`src/design/cmhd_pkg.sv`:
```
// Shared types, constants and channel tables for the colour match detector.
package cmhd_pkg;

    // Field widths
    localparam int PULSE_W     = 16;
    localparam int COMP_W      = 8;
    localparam int GAP_W       = 18;
    localparam int DIST_W      = 18;
    localparam int CFG_INDEX_W = 3;
    localparam int CFG_DATA_W  = 18;

    // Internal widths: mapped channel values, spans and divider operands
    localparam int CH_W        = 21;
    localparam int SPAN_W      = 19;
    localparam int DIVIDEND_W  = 28;
    localparam int DIVISOR_W   = 19;

    // Arithmetic constants
    localparam int FULL_SCALE  = 255;
    localparam int NARROW_SPAN = 100;

    // Reset values of the gap registers
    localparam logic [GAP_W-1:0] GAP_CENTER_RESET     = 18'd100000;
    localparam logic [GAP_W-1:0] GAP_HYSTERESIS_RESET = 18'd25000;

    // Channel codes
    typedef logic [1:0] chan_t;
    localparam chan_t CH_RED   = 2'd0;
    localparam chan_t CH_GREEN = 2'd1;
    localparam chan_t CH_BLUE  = 2'd2;

    // Configuration register indexes
    typedef logic [CFG_INDEX_W-1:0] cfg_index_t;
    localparam cfg_index_t REG_REFERENCE_RED   = 3'd0;
    localparam cfg_index_t REG_REFERENCE_GREEN = 3'd1;
    localparam cfg_index_t REG_REFERENCE_BLUE  = 3'd2;
    localparam cfg_index_t REG_GAP_CENTER      = 3'd3;
    localparam cfg_index_t REG_GAP_HYSTERESIS  = 3'd4;

    // Input request: three raw pulse widths
    typedef struct packed {
        logic [PULSE_W-1:0] pulse_red;
        logic [PULSE_W-1:0] pulse_green;
        logic [PULSE_W-1:0] pulse_blue;
    } item_t;

    // Result request
    typedef struct packed {
        logic              detected;
        logic [COMP_W-1:0] average_red;
        logic [COMP_W-1:0] average_green;
        logic [COMP_W-1:0] average_blue;
        logic [DIST_W-1:0] color_distance;
    } result_t;

    // Divider command and response
    typedef struct packed {
        logic                  start;
        logic [DIVIDEND_W-1:0] dividend;
        logic [DIVISOR_W-1:0]  divisor;
    } div_req_t;

    typedef struct packed {
        logic                  done;
        logic [DIVIDEND_W-1:0] quotient;
    } div_rsp_t;

    // Sequencer states
    typedef enum logic [3:0] {
        S_IDLE,
        S_MAP,
        S_MAP_WAIT,
        S_RANGE,
        S_WIDEN_MX,
        S_WIDEN_MN,
        S_SPAN,
        S_NORM,
        S_NORM_WAIT,
        S_AVG,
        S_AVG_WAIT,
        S_SQUARE,
        S_DECIDE,
        S_EMIT
    } state_t;

    // Low end of the pulse range of each channel
    function automatic logic [PULSE_W-1:0] map_low(input chan_t ch);
        logic [PULSE_W-1:0] low;
        unique case (ch)
            CH_RED:   low = 16'd25;
            CH_GREEN: low = 16'd30;
            CH_BLUE:  low = 16'd25;
            default:  low = 16'd25;
        endcase
        return low;
    endfunction

    // Width of the pulse range of each channel (high minus low)
    function automatic logic [DIVISOR_W-1:0] map_range(input chan_t ch);
        logic [DIVISOR_W-1:0] range;
        unique case (ch)
            CH_RED:   range = 19'd47;
            CH_GREEN: range = 19'd60;
            CH_BLUE:  range = 19'd45;
            default:  range = 19'd47;
        endcase
        return range;
    endfunction

endpackage

```
`src/design/cmhd_div.sv`:
```
// Iterative unsigned restoring divider, two quotient bits per cycle.
module cmhd_div (
    input  logic               clk,
    input  logic               rst_n,
    input  cmhd_pkg::div_req_t req,
    output cmhd_pkg::div_rsp_t rsp
);

    localparam int STEPS   = cmhd_pkg::DIVIDEND_W / 2;
    localparam int COUNT_W = $clog2(STEPS);
    localparam int DW      = cmhd_pkg::DIVIDEND_W;
    localparam int VW      = cmhd_pkg::DIVISOR_W;

    logic               busy_reg,    busy_next;
    logic               done_reg,    done_next;
    logic [COUNT_W-1:0] count_reg,   count_next;
    logic [DW-1:0]      quo_reg,     quo_next;
    logic [VW-1:0]      rem_reg,     rem_next;
    logic [VW-1:0]      divisor_reg, divisor_next;

    logic [DW-1:0]      quo_step;
    logic [VW-1:0]      rem_step;

    // Retire two quotient bits: shift in the next dividend bit, subtract if it fits
    always_comb
    begin
        logic [VW:0] trial;
        quo_step = quo_reg;
        rem_step = rem_reg;
        for (int k = 0; k < 2; k++)
        begin
            trial    = {rem_step, quo_step[DW-1]};
            quo_step = {quo_step[DW-2:0], 1'b0};
            if (trial >= {1'b0, divisor_reg})
            begin
                trial       = trial - {1'b0, divisor_reg};
                quo_step[0] = 1'b1;
            end
            rem_step = trial[VW-1:0];
        end
    end

    // Load on start, iterate while busy, flag the last step
    always_comb
    begin
        busy_next    = busy_reg;
        done_next    = 1'b0;
        count_next   = count_reg;
        quo_next     = quo_reg;
        rem_next     = rem_reg;
        divisor_next = divisor_reg;
        if (req.start)
        begin
            busy_next    = 1'b1;
            count_next   = '0;
            quo_next     = req.dividend;
            rem_next     = '0;
            divisor_next = req.divisor;
        end
        else if (busy_reg)
        begin
            quo_next   = quo_step;
            rem_next   = rem_step;
            count_next = count_reg + 1'b1;
            if (count_reg == COUNT_W'(STEPS - 1))
            begin
                busy_next = 1'b0;
                done_next = 1'b1;
            end
        end
    end

    always_ff @(posedge clk or negedge rst_n)
    begin
        if (!rst_n)
        begin
            busy_reg  <= 1'b0;
            done_reg  <= 1'b0;
            count_reg <= '0;
        end
        else
        begin
            busy_reg  <= busy_next;
            done_reg  <= done_next;
            count_reg <= count_next;
        end
    end

    always_ff @(posedge clk)
    begin
        quo_reg     <= quo_next;
        rem_reg     <= rem_next;
        divisor_reg <= divisor_next;
    end

    assign rsp.done     = done_reg;
    assign rsp.quotient = quo_reg;

endmodule

```
`src/design/color_match_hysteresis_detector.sv`:
```
// Top level of the colour match detector: sequencer, datapath and registers.
//
// Each accepted request runs nine divisions (three channel mappings, three
// normalizations, three averages) one after another on a single shared divider
// that retires two quotient bits per cycle, plus the steps of range finding,
// span widening, squaring, the threshold decision and loading the output
// register. When the three mapped channels are equal the normalizations are
// skipped. A new request is taken the cycle after the result is loaded into the
// output register, even while that result still waits to be taken, so a new
// request is not taken before the block is through with the last one.
// Configuration writes are accepted on every cycle.
module color_match_hysteresis_detector #(
    parameter int WINDOW_LENGTH = 3
) (
    input  logic                                clk,
    input  logic                                rst_n,
    input  logic                                item_valid,
    output logic                                item_stall,
    input  cmhd_pkg::item_t                     item,
    output logic                                result_valid,
    input  logic                                result_stall,
    output cmhd_pkg::result_t                   result,
    input  logic                                cfg_valid,
    output logic                                cfg_ready,
    input  logic [cmhd_pkg::CFG_INDEX_W-1:0]    cfg_index,
    input  logic [cmhd_pkg::CFG_DATA_W-1:0]     cfg_data
);

    localparam int HIST_D = (WINDOW_LENGTH > 1) ? WINDOW_LENGTH - 1 : 1;
    localparam int SUM_W  = $clog2(WINDOW_LENGTH * 255 + 1);
    localparam int CH_W   = cmhd_pkg::CH_W;
    localparam int SPAN_W = cmhd_pkg::SPAN_W;
    localparam int CW     = cmhd_pkg::COMP_W;
    localparam int GW     = cmhd_pkg::GAP_W;
    localparam int DSW    = cmhd_pkg::DIST_W;
    localparam int PW     = cmhd_pkg::PULSE_W;

    // Sequencer and control
    cmhd_pkg::state_t  state_reg, state_next;
    cmhd_pkg::chan_t   chan_reg,  chan_next;

    // Item data
    cmhd_pkg::item_t          pulse_reg,  pulse_next;
    logic signed [CH_W-1:0]   ch_reg   [3];
    logic signed [CH_W-1:0]   ch_next  [3];
    logic signed [CH_W-1:0]   mx_reg,     mx_next;
    logic signed [CH_W-1:0]   mn_reg,     mn_next;
    logic                     narrow_reg, narrow_next;
    logic [SPAN_W-1:0]        span_reg,   span_next;
    logic [CW-1:0]            norm_reg [3];
    logic [CW-1:0]            norm_next[3];
    logic [CW-1:0]            avg_reg  [3];
    logic [CW-1:0]            avg_next [3];
    logic [DSW-1:0]           dist_reg,   dist_next;

    // Persistent state
    logic [CW-1:0]            hist_reg [3][HIST_D];
    logic [CW-1:0]            hist_next[3][HIST_D];
    logic                     flag_reg,   flag_next;

    // Configuration
    logic [CW-1:0]            ref_red_reg,    ref_red_next;
    logic [CW-1:0]            ref_green_reg,  ref_green_next;
    logic [CW-1:0]            ref_blue_reg,   ref_blue_next;
    logic [GW-1:0]            gap_center_reg, gap_center_next;
    logic [GW-1:0]            gap_hyst_reg,   gap_hyst_next;

    // Output register
    cmhd_pkg::result_t        result_reg,       result_next;
    logic                     result_valid_reg, result_valid_next;

    // Divider link
    cmhd_pkg::div_req_t       div_req;
    cmhd_pkg::div_rsp_t       div_rsp;

    // Datapath wires
    logic                     last_chan;
    logic                     emit_fire;
    logic [PW-1:0]            pulse_sel;
    logic [PW-1:0]            low_sel;
    logic                     pulse_below;
    logic [PW-1:0]            abs_diff;
    logic [PW+CW-1:0]         map_mag;
    logic signed [CH_W-1:0]   map_value;
    logic signed [CH_W-1:0]   ch_sel;
    logic signed [CH_W-1:0]   range_mx;
    logic signed [CH_W-1:0]   range_mn;
    logic signed [CH_W-1:0]   range_diff;
    logic signed [CH_W-1:0]   widen_diff;
    logic signed [CH_W-1:0]   offset;
    logic [SPAN_W+CW-1:0]     norm_scaled;
    logic [CW-1:0]            norm_sel;
    logic [CW-1:0]            hist_sel [HIST_D];
    logic [SUM_W-1:0]         avg_sum;
    logic [CW-1:0]            ref_sel;
    logic [CW-1:0]            avg_sel;
    logic [CW-1:0]            abs_comp;
    logic [2*CW-1:0]          square;
    logic [GW:0]              upper_bound;
    logic [GW:0]              shifted_dist;
    logic                     chan_step;

    cmhd_div u_div (
        .clk   (clk),
        .rst_n (rst_n),
        .req   (div_req),
        .rsp   (div_rsp)
    );

    assign last_chan = (chan_reg == cmhd_pkg::CH_BLUE);
    assign emit_fire = (state_reg == cmhd_pkg::S_EMIT) && (!result_valid_reg || !result_stall);

    // Select the working channel's operands
    always_comb
    begin
        unique case (chan_reg)
            cmhd_pkg::CH_RED:
            begin
                pulse_sel = pulse_reg.pulse_red;
                ch_sel    = ch_reg[0];
                norm_sel  = norm_reg[0];
                hist_sel  = hist_reg[0];
                ref_sel   = ref_red_reg;
                avg_sel   = avg_reg[0];
            end
            cmhd_pkg::CH_GREEN:
            begin
                pulse_sel = pulse_reg.pulse_green;
                ch_sel    = ch_reg[1];
                norm_sel  = norm_reg[1];
                hist_sel  = hist_reg[1];
                ref_sel   = ref_green_reg;
                avg_sel   = avg_reg[1];
            end
            default:
            begin
                pulse_sel = pulse_reg.pulse_blue;
                ch_sel    = ch_reg[2];
                norm_sel  = norm_reg[2];
                hist_sel  = hist_reg[2];
                ref_sel   = ref_blue_reg;
                avg_sel   = avg_reg[2];
            end
        endcase
    end

    // Linear map: magnitude of (p - low) * 255 goes to the divider, sign applied after
    always_comb
    begin
        low_sel     = cmhd_pkg::map_low(chan_reg);
        pulse_below = (pulse_sel < low_sel);
        abs_diff    = pulse_below ? (low_sel - pulse_sel) : (pulse_sel - low_sel);
        map_mag     = {abs_diff, {CW{1'b0}}} - (PW+CW)'(abs_diff);
        if (pulse_below)
            map_value = CH_W'(cmhd_pkg::FULL_SCALE)
                      + signed'({2'b00, div_rsp.quotient[SPAN_W-1:0]});
        else
            map_value = CH_W'(cmhd_pkg::FULL_SCALE)
                      - signed'({2'b00, div_rsp.quotient[SPAN_W-1:0]});
    end

    // Minimum, maximum and widening of a narrow span
    always_comb
    begin
        range_mx = ch_reg[0];
        range_mn = ch_reg[0];
        for (int i = 1; i < 3; i++)
        begin
            if (ch_reg[i] > range_mx)
                range_mx = ch_reg[i];
            if (ch_reg[i] < range_mn)
                range_mn = ch_reg[i];
        end
        range_diff = range_mx - range_mn;
        widen_diff = mx_reg - mn_reg;
    end

    // Normalization dividend (v - min) * 255 and the window sum
    always_comb
    begin
        offset      = ch_sel - mn_reg;
        norm_scaled = {offset[SPAN_W-1:0], {CW{1'b0}}} - (SPAN_W+CW)'(offset[SPAN_W-1:0]);
        avg_sum     = SUM_W'(norm_sel);
        for (int i = 0; i < HIST_D; i++)
        begin
            if (i < WINDOW_LENGTH - 1)
                avg_sum = avg_sum + SUM_W'(hist_sel[i]);
        end
    end

    // Squared difference to the reference and the hysteresis bounds
    always_comb
    begin
        abs_comp     = (ref_sel > avg_sel) ? (ref_sel - avg_sel) : (avg_sel - ref_sel);
        square       = abs_comp * abs_comp;
        upper_bound  = {1'b0, gap_center_reg} + {1'b0, gap_hyst_reg};
        shifted_dist = (GW+1)'(dist_reg) + {1'b0, gap_hyst_reg};
    end

    // Next state
    always_comb
    begin
        state_next = state_reg;
        unique case (state_reg)
            cmhd_pkg::S_IDLE:
                if (item_valid)
                    state_next = cmhd_pkg::S_MAP;
            cmhd_pkg::S_MAP:
                state_next = cmhd_pkg::S_MAP_WAIT;
            cmhd_pkg::S_MAP_WAIT:
                if (div_rsp.done)
                    state_next = last_chan ? cmhd_pkg::S_RANGE : cmhd_pkg::S_MAP;
            cmhd_pkg::S_RANGE:
                state_next = cmhd_pkg::S_WIDEN_MX;
            cmhd_pkg::S_WIDEN_MX:
                state_next = cmhd_pkg::S_WIDEN_MN;
            cmhd_pkg::S_WIDEN_MN:
                state_next = cmhd_pkg::S_SPAN;
            cmhd_pkg::S_SPAN:
                state_next = cmhd_pkg::S_NORM;
            cmhd_pkg::S_NORM:
                if (span_reg != '0)
                    state_next = cmhd_pkg::S_NORM_WAIT;
                else
                    state_next = last_chan ? cmhd_pkg::S_AVG : cmhd_pkg::S_NORM;
            cmhd_pkg::S_NORM_WAIT:
                if (div_rsp.done)
                    state_next = last_chan ? cmhd_pkg::S_AVG : cmhd_pkg::S_NORM;
            cmhd_pkg::S_AVG:
                state_next = cmhd_pkg::S_AVG_WAIT;
            cmhd_pkg::S_AVG_WAIT:
                if (div_rsp.done)
                    state_next = last_chan ? cmhd_pkg::S_SQUARE : cmhd_pkg::S_AVG;
            cmhd_pkg::S_SQUARE:
                if (last_chan)
                    state_next = cmhd_pkg::S_DECIDE;
            cmhd_pkg::S_DECIDE:
                state_next = cmhd_pkg::S_EMIT;
            cmhd_pkg::S_EMIT:
                if (emit_fire)
                    state_next = cmhd_pkg::S_IDLE;
            default:
                state_next = cmhd_pkg::S_IDLE;
        endcase
    end

    // Sequencer outputs: handshake and divider commands
    always_comb
    begin
        item_stall       = (state_reg != cmhd_pkg::S_IDLE);
        div_req.start    = 1'b0;
        div_req.dividend = '0;
        div_req.divisor  = '0;
        unique case (state_reg)
            cmhd_pkg::S_MAP:
            begin
                div_req.start    = 1'b1;
                div_req.dividend = cmhd_pkg::DIVIDEND_W'(map_mag);
                div_req.divisor  = cmhd_pkg::map_range(chan_reg);
            end
            cmhd_pkg::S_NORM:
            begin
                div_req.start    = (span_reg != '0);
                div_req.dividend = cmhd_pkg::DIVIDEND_W'(norm_scaled);
                div_req.divisor  = cmhd_pkg::DIVISOR_W'(span_reg);
            end
            cmhd_pkg::S_AVG:
            begin
                div_req.start    = 1'b1;
                div_req.dividend = cmhd_pkg::DIVIDEND_W'(avg_sum);
                div_req.divisor  = cmhd_pkg::DIVISOR_W'(WINDOW_LENGTH);
            end
            default:
            begin
                div_req.start    = 1'b0;
            end
        endcase
    end

    // Datapath register updates
    always_comb
    begin
        pulse_next        = pulse_reg;
        ch_next           = ch_reg;
        mx_next           = mx_reg;
        mn_next           = mn_reg;
        narrow_next       = narrow_reg;
        span_next         = span_reg;
        norm_next         = norm_reg;
        avg_next          = avg_reg;
        dist_next         = dist_reg;
        hist_next         = hist_reg;
        flag_next         = flag_reg;
        result_next       = result_reg;
        result_valid_next = result_valid_reg;
        chan_step         = 1'b0;

        unique case (state_reg)
            cmhd_pkg::S_IDLE:
            begin
                pulse_next = item;
                dist_next  = '0;
            end
            cmhd_pkg::S_MAP_WAIT:
                if (div_rsp.done)
                begin
                    ch_next[chan_reg] = map_value;
                    chan_step         = 1'b1;
                end
            cmhd_pkg::S_RANGE:
            begin
                mx_next     = range_mx;
                mn_next     = range_mn;
                narrow_next = (range_diff < CH_W'(cmhd_pkg::NARROW_SPAN));
            end
            cmhd_pkg::S_WIDEN_MX:
                if (narrow_reg)
                    mx_next = mx_reg + (widen_diff >>> 1);
            cmhd_pkg::S_WIDEN_MN:
                if (narrow_reg)
                    mn_next = mn_reg - (widen_diff >>> 1);
            cmhd_pkg::S_SPAN:
                span_next = widen_diff[SPAN_W-1:0];
            cmhd_pkg::S_NORM:
                if (span_reg == '0)
                begin
                    norm_next[chan_reg] = '0;
                    chan_step           = 1'b1;
                end
            cmhd_pkg::S_NORM_WAIT:
                if (div_rsp.done)
                begin
                    norm_next[chan_reg] = div_rsp.quotient[CW-1:0];
                    chan_step           = 1'b1;
                end
            cmhd_pkg::S_AVG:
            begin
                // Drop the oldest sample, push the new one in front
                if (WINDOW_LENGTH > 1)
                begin
                    for (int i = HIST_D - 1; i > 0; i--)
                        hist_next[chan_reg][i] = hist_reg[chan_reg][i-1];
                    hist_next[chan_reg][0] = norm_sel;
                end
            end
            cmhd_pkg::S_AVG_WAIT:
                if (div_rsp.done)
                begin
                    avg_next[chan_reg] = div_rsp.quotient[CW-1:0];
                    chan_step          = 1'b1;
                end
            cmhd_pkg::S_SQUARE:
            begin
                dist_next = dist_reg + DSW'(square);
                chan_step = 1'b1;
            end
            cmhd_pkg::S_DECIDE:
            begin
                // Set below the lower bound, clear above the upper bound
                if (!flag_reg)
                    flag_next = (shifted_dist < {1'b0, gap_center_reg});
                else
                    flag_next = !((GW+1)'(dist_reg) > upper_bound);
            end
            default:
            begin
                chan_step = 1'b0;
            end
        endcase

        // Load the output register or release it once taken
        if (emit_fire)
        begin
            result_next.detected       = flag_reg;
            result_next.average_red    = avg_reg[0];
            result_next.average_green  = avg_reg[1];
            result_next.average_blue   = avg_reg[2];
            result_next.color_distance = dist_reg;
            result_valid_next          = 1'b1;
        end
        else if (result_valid_reg && !result_stall)
        begin
            result_valid_next = 1'b0;
        end

        // Advance the channel counter
        if (chan_step)
            chan_next = last_chan ? cmhd_pkg::CH_RED : chan_reg + 1'b1;
        else
            chan_next = chan_reg;
    end

    // Configuration writes
    always_comb
    begin
        ref_red_next    = ref_red_reg;
        ref_green_next  = ref_green_reg;
        ref_blue_next   = ref_blue_reg;
        gap_center_next = gap_center_reg;
        gap_hyst_next   = gap_hyst_reg;
        if (cfg_valid && cfg_ready)
        begin
            unique case (cfg_index)
                cmhd_pkg::REG_REFERENCE_RED:   ref_red_next    = cfg_data[CW-1:0];
                cmhd_pkg::REG_REFERENCE_GREEN: ref_green_next  = cfg_data[CW-1:0];
                cmhd_pkg::REG_REFERENCE_BLUE:  ref_blue_next   = cfg_data[CW-1:0];
                cmhd_pkg::REG_GAP_CENTER:      gap_center_next = cfg_data[GW-1:0];
                cmhd_pkg::REG_GAP_HYSTERESIS:  gap_hyst_next   = cfg_data[GW-1:0];
                default:                       ref_red_next    = ref_red_reg;
            endcase
        end
    end

    // Control, history and configuration registers
    always_ff @(posedge clk or negedge rst_n)
    begin
        if (!rst_n)
        begin
            state_reg        <= cmhd_pkg::S_IDLE;
            chan_reg         <= cmhd_pkg::CH_RED;
            result_valid_reg <= 1'b0;
            flag_reg         <= 1'b0;
            ref_red_reg      <= '0;
            ref_green_reg    <= '0;
            ref_blue_reg     <= '0;
            gap_center_reg   <= cmhd_pkg::GAP_CENTER_RESET;
            gap_hyst_reg     <= cmhd_pkg::GAP_HYSTERESIS_RESET;
            for (int c = 0; c < 3; c++)
                for (int i = 0; i < HIST_D; i++)
                    hist_reg[c][i] <= '0;
        end
        else
        begin
            state_reg        <= state_next;
            chan_reg         <= chan_next;
            result_valid_reg <= result_valid_next;
            flag_reg         <= flag_next;
            ref_red_reg      <= ref_red_next;
            ref_green_reg    <= ref_green_next;
            ref_blue_reg     <= ref_blue_next;
            gap_center_reg   <= gap_center_next;
            gap_hyst_reg     <= gap_hyst_next;
            hist_reg         <= hist_next;
        end
    end

    // Payload registers
    always_ff @(posedge clk)
    begin
        pulse_reg  <= pulse_next;
        ch_reg     <= ch_next;
        mx_reg     <= mx_next;
        mn_reg     <= mn_next;
        narrow_reg <= narrow_next;
        span_reg   <= span_next;
        norm_reg   <= norm_next;
        avg_reg    <= avg_next;
        dist_reg   <= dist_next;
        result_reg <= result_next;
    end

    assign cfg_ready    = 1'b1;
    assign result_valid = result_valid_reg;
    assign result       = result_reg;

    // A result appears only out of the emit step
    a_result_from_emit: assert property (@(posedge clk) disable iff (!rst_n)
        $rose(result_valid) |-> $past(state_reg == cmhd_pkg::S_EMIT))
        else $error("result offered outside the emit step");

    // The divider only answers while the sequencer waits for it
    a_div_done_waited: assert property (@(posedge clk) disable iff (!rst_n)
        div_rsp.done |-> (state_reg == cmhd_pkg::S_MAP_WAIT
                       || state_reg == cmhd_pkg::S_NORM_WAIT
                       || state_reg == cmhd_pkg::S_AVG_WAIT))
        else $error("divider finished with nobody waiting");

    // The widened range never inverts
    a_range_ordered: assert property (@(posedge clk) disable iff (!rst_n)
        (state_reg == cmhd_pkg::S_NORM) |-> (mx_reg >= mn_reg))
        else $error("normalization range inverted");

    // The detection flag moves only in the decision step
    a_flag_at_decide: assert property (@(posedge clk) disable iff (!rst_n)
        (flag_reg != $past(flag_reg)) |-> $past(state_reg == cmhd_pkg::S_DECIDE))
        else $error("detection flag changed outside the decision step");

endmodule

```
`config.mk`:
```
export PLATFORM = sky130hd
export DESIGN_NAME = color_match_hysteresis_detector
export DESIGN_NICKNAME = d
export VERILOG_FILES = /design/src/design/cmhd_pkg.sv /design/src/design/cmhd_div.sv /design/src/design/color_match_hysteresis_detector.sv
export SDC_FILE = /design/constraint.sdc
export NUM_CORES = 2
export LEC_CHECK = 0
export ABC_AREA = 0
export BUFFER_PORTS_ARGS = -buffer_cell sky130_fd_sc_hd__buf_2
export CORE_MARGIN = 5
export CORE_UTILIZATION = 44
export DETAILED_ROUTE_END_ITERATION = 8
export GPL_TIMING_DRIVEN = 0
export RECOVER_POWER = 100
export SETUP_SLACK_MARGIN = 0.4
export SYNTH_ARGS = -nofsm -noshare
export SYNTH_HDL_FRONTEND = slang
export SYNTH_SLANG_ARGS = --single-unit
```
`constraint.sdc`:
```
create_clock -name clk -period 16.1 [get_ports clk]
set_input_delay 0.805 -clock clk [delete_from_list [all_inputs] [get_ports clk]]
set_output_delay 0.805 -clock clk [all_outputs]
set_load 0.05 [all_outputs]
```
==> metrics.csv <==
metric,value,unit
Port Buffers,118,
Synth Net Count,4303,
Post-DP Area,37900,um^2
Pre-antenna DRT Iters,6,
diodes inserted,0,
compound-cell area share of the yosys netlist,0.180,
Rel. slew slack,-2.53,
final number of hold-violating endpoints,0,
Post-Synthesis Cells,3811,
Num CTS Buffers,56,
nets@finish,4492,
critical path peak fanout,10,
root buffer selected by CTS,clkbuf_16,
xor/xnor cell area share of the yosys netlist,0.0524,
Post CTS Setup Buffer Count,0,
RSZ-0062 raised after global routing,false,
largest family of logic cells by synthesized area,compound AO/OA/AOI/OAI gates,
Post-synth EDFFs,329,
CP Data Required Time,16.40,ns
total wire length,109000,um
die area,87100,um^2
CTS tree,yes,
Setup TNS,0,ns
Layout area overhead,10.1,%
"Seq/Total Area, Yosys",0.373,
die width,295,um
vias,29200,
Worst-path clk slew,0.06,ns
Max-Cap Viols,6,
H-tree Lvls,2,
dpl ws,3.79,ns
# IOs,120,
Synth cell types,105,
initial antenna violation count,0,
Hold Crit Class,input port to flip-flop,
Synth async-reset ratio,0.260,
nature of the critical path startpoint,flip-flop,
max FFs per register,63,
Synth Register Bits,470,
Worst-Margin Slew,5.29,ns
first-pass GRT wire length,167000,um
area of the core,80500,um^2
GRT Util Overall,0.245,
Final Worst Setup Slack,3.26,ns
PostCTS Resize Cnt,0,
clock buffer depth,3,
status,"complete, but fails checks",
share of cells above drive strength 1,0.0749,
Post-Synth Adder-Cell Area,0.160,
largest net degree at the start of global routing,93,
post-synthesis mux area share,0.0449,
final worst path period need,12.84,ns
Setup-failing EPs final,0,
Setup crit end kind,flip-flop,
fmax,0.0779,GHz
Die Span Y,295,um
post-route cell area,39400,um^2
clock skew,0.0268,ns
Cell Rows,104,
Post-Synth Simple-Gate Area,0.137,
initial DRC count,2310,
Tcrit/Tclk final,0.797,
Crit Path Category,flip-flop to flip-flop,
Most Frequent Cell on Critical Path,clkbuf_1,
DP HPWL,86000,um
Final ANT Viol Nets,0,
grt ovf,0,
Critical Path AT,13.14,ns
Main synth FF type,edfxtp_1,
CP max-delay cell,nor4_1,
Max Slew Vio Count,230,
clock sink count,470,
Ys Warns,0,
CP max stage delay,0.82,ns
routed len/inst,21.4,um
Mapped Area,35800,um^2
Hold Buf Count CTS,0,
vias per cell,5.71,
GP Congestion,0.920,
initial cell density of the core,0.444,
hold slack,0.355,ns
Remaining DRCs,0,
syn avg cell area,9.38,um^2
failing checks,"max-capacitance violations, max-slew violations",
clk_lat worst skew,0.63,ns
vias in the first global route,28200,
==> worst max-delay path: cells and delay by family, from the launching register on <==
kind / cells / cell delay [ns]
flip-flops: 1 / 0.39
buffers and inverters: 9 / 3.56
AO/OA/AOI/OAI: 13 / 3.74
multiplexers: 2 / 0.77
adder cells (fa/ha/maj): 3 / 0.93
AND/OR/NAND/NOR: 11 / 3.10
==> metrics by stage <==
| step | util | instances |
|---|---|---|
| 3_3_place_gp | 0.468 | 4989 |
| 3_5_place_dp | 0.470 | 5002 |
| 5_1_grt | 0.489 | 5107 |
| 6_report | 0.489 | 5107 |
| 4_1_cts | 0.493 | 5107 |
| 2_1_floorplan | - | 3811 |
==> Yosys cell counts, drive strengths merged, types with 63 or more instances <==
| master | number | area share |
|---|---|---|
| ha | 358 | 0.13 |
| nand3 | 76 | 0.011 |
| a21oi | 337 | 0.047 |
| nand2 | 328 | 0.035 |
| a21o | 67 | 0.014 |
| clkbuf | 91 | 0.0096 |
| mux2i | 68 | 0.019 |
| a22oi | 63 | 0.013 |
| edfxtp | 329 | 0.28 |
| inv | 361 | 0.038 |
| nor2 | 326 | 0.035 |
| xnor2 | 149 | 0.036 |
| dfrtp | 110 | 0.077 |
| mux2 | 82 | 0.026 |
| xor2 | 64 | 0.016 |
| o21ai | 269 | 0.038 |
==> cells by family (layout without fill, tap and decap cells) <==
group / Yosys count / in the layout
compound gates: 1027 / 1027
fa+ha+maj: 423 / 423
xor+xnor: 213 / 213
other cells: 1 / 1
flops: 470 / 470
mux: 150 / 150
buf+inv: 487 / 723
simple gates: 1040 / 1040
==> path summary, 6_finish.rpt <==
kind | from | slack, ns | cells past startpoint | end
worst min register to register | avg_reg[0] | 0.45 | 0 | result[18]
min in group asynchronous | rst_n | 0.76 | 1 | u_div.count_reg[1]
worst max-delay path | ch_reg[48] | 3.26 | 38 | narrow_reg
max in group asynchronous | rst_n | 9.43 | 2 | gap_center_reg[3]
worst min-delay path | item[12] | 0.35 | 1 | pulse_reg[12]
worst max register to register | ch_reg[48] | 3.26 | 38 | narrow_reg
==> area by class of cell <==
| type | instances | area [um^2] |
|---|---|---|
| buffer | 126 | 487 |
| clock buffer | 67 | 1530 |
| clock inverter | 38 | 300 |
| fill | 7640 | 41200 |
| inverter | 361 | 1360 |
| multi-input combinational | 2854 | 20500 |
| sequential | 470 | 13300 |
| tap | 1060 | 1330 |
| timing repair buffer | 131 | 579 |
==> metal layers <==
| layer | GRT usage | wire length [um] | up-vias |
|---|---|---|---|
| met5 | 0 | 0 | - |
| li1 | - | - | 14100 |
| met2 | 0.399 | 49700 | 926 |
| met1 | 0.353 | 50000 | 14000 |
| met4 | 0.0591 | 2840 | 0 |
| met3 | 0.0271 | 6700 | 161 |
==> cells in the final DEF (no fill, tap or decap), types with 52 or more instances in the layout <==
cell type,count
o21ai_0,263
inv_1,361
edfxtp_1,329
clkbuf_16,58
a22oi_1,63
nor3_1,52
fa_1,60
ha_1,358
xnor2_1,149
nand2_1,328
buf_2,72
xor2_1,64
a21oi_1,337
clkbuf_1,185
dfrtp_1,110
a21o_1,67
nand3_1,76
mux2_2,80
nor2_1,326
mux2i_1,68
Power is left out: the tool's default activity adds up to more than one toggle a clock period on the data nets, which glitch-free logic cannot reach.
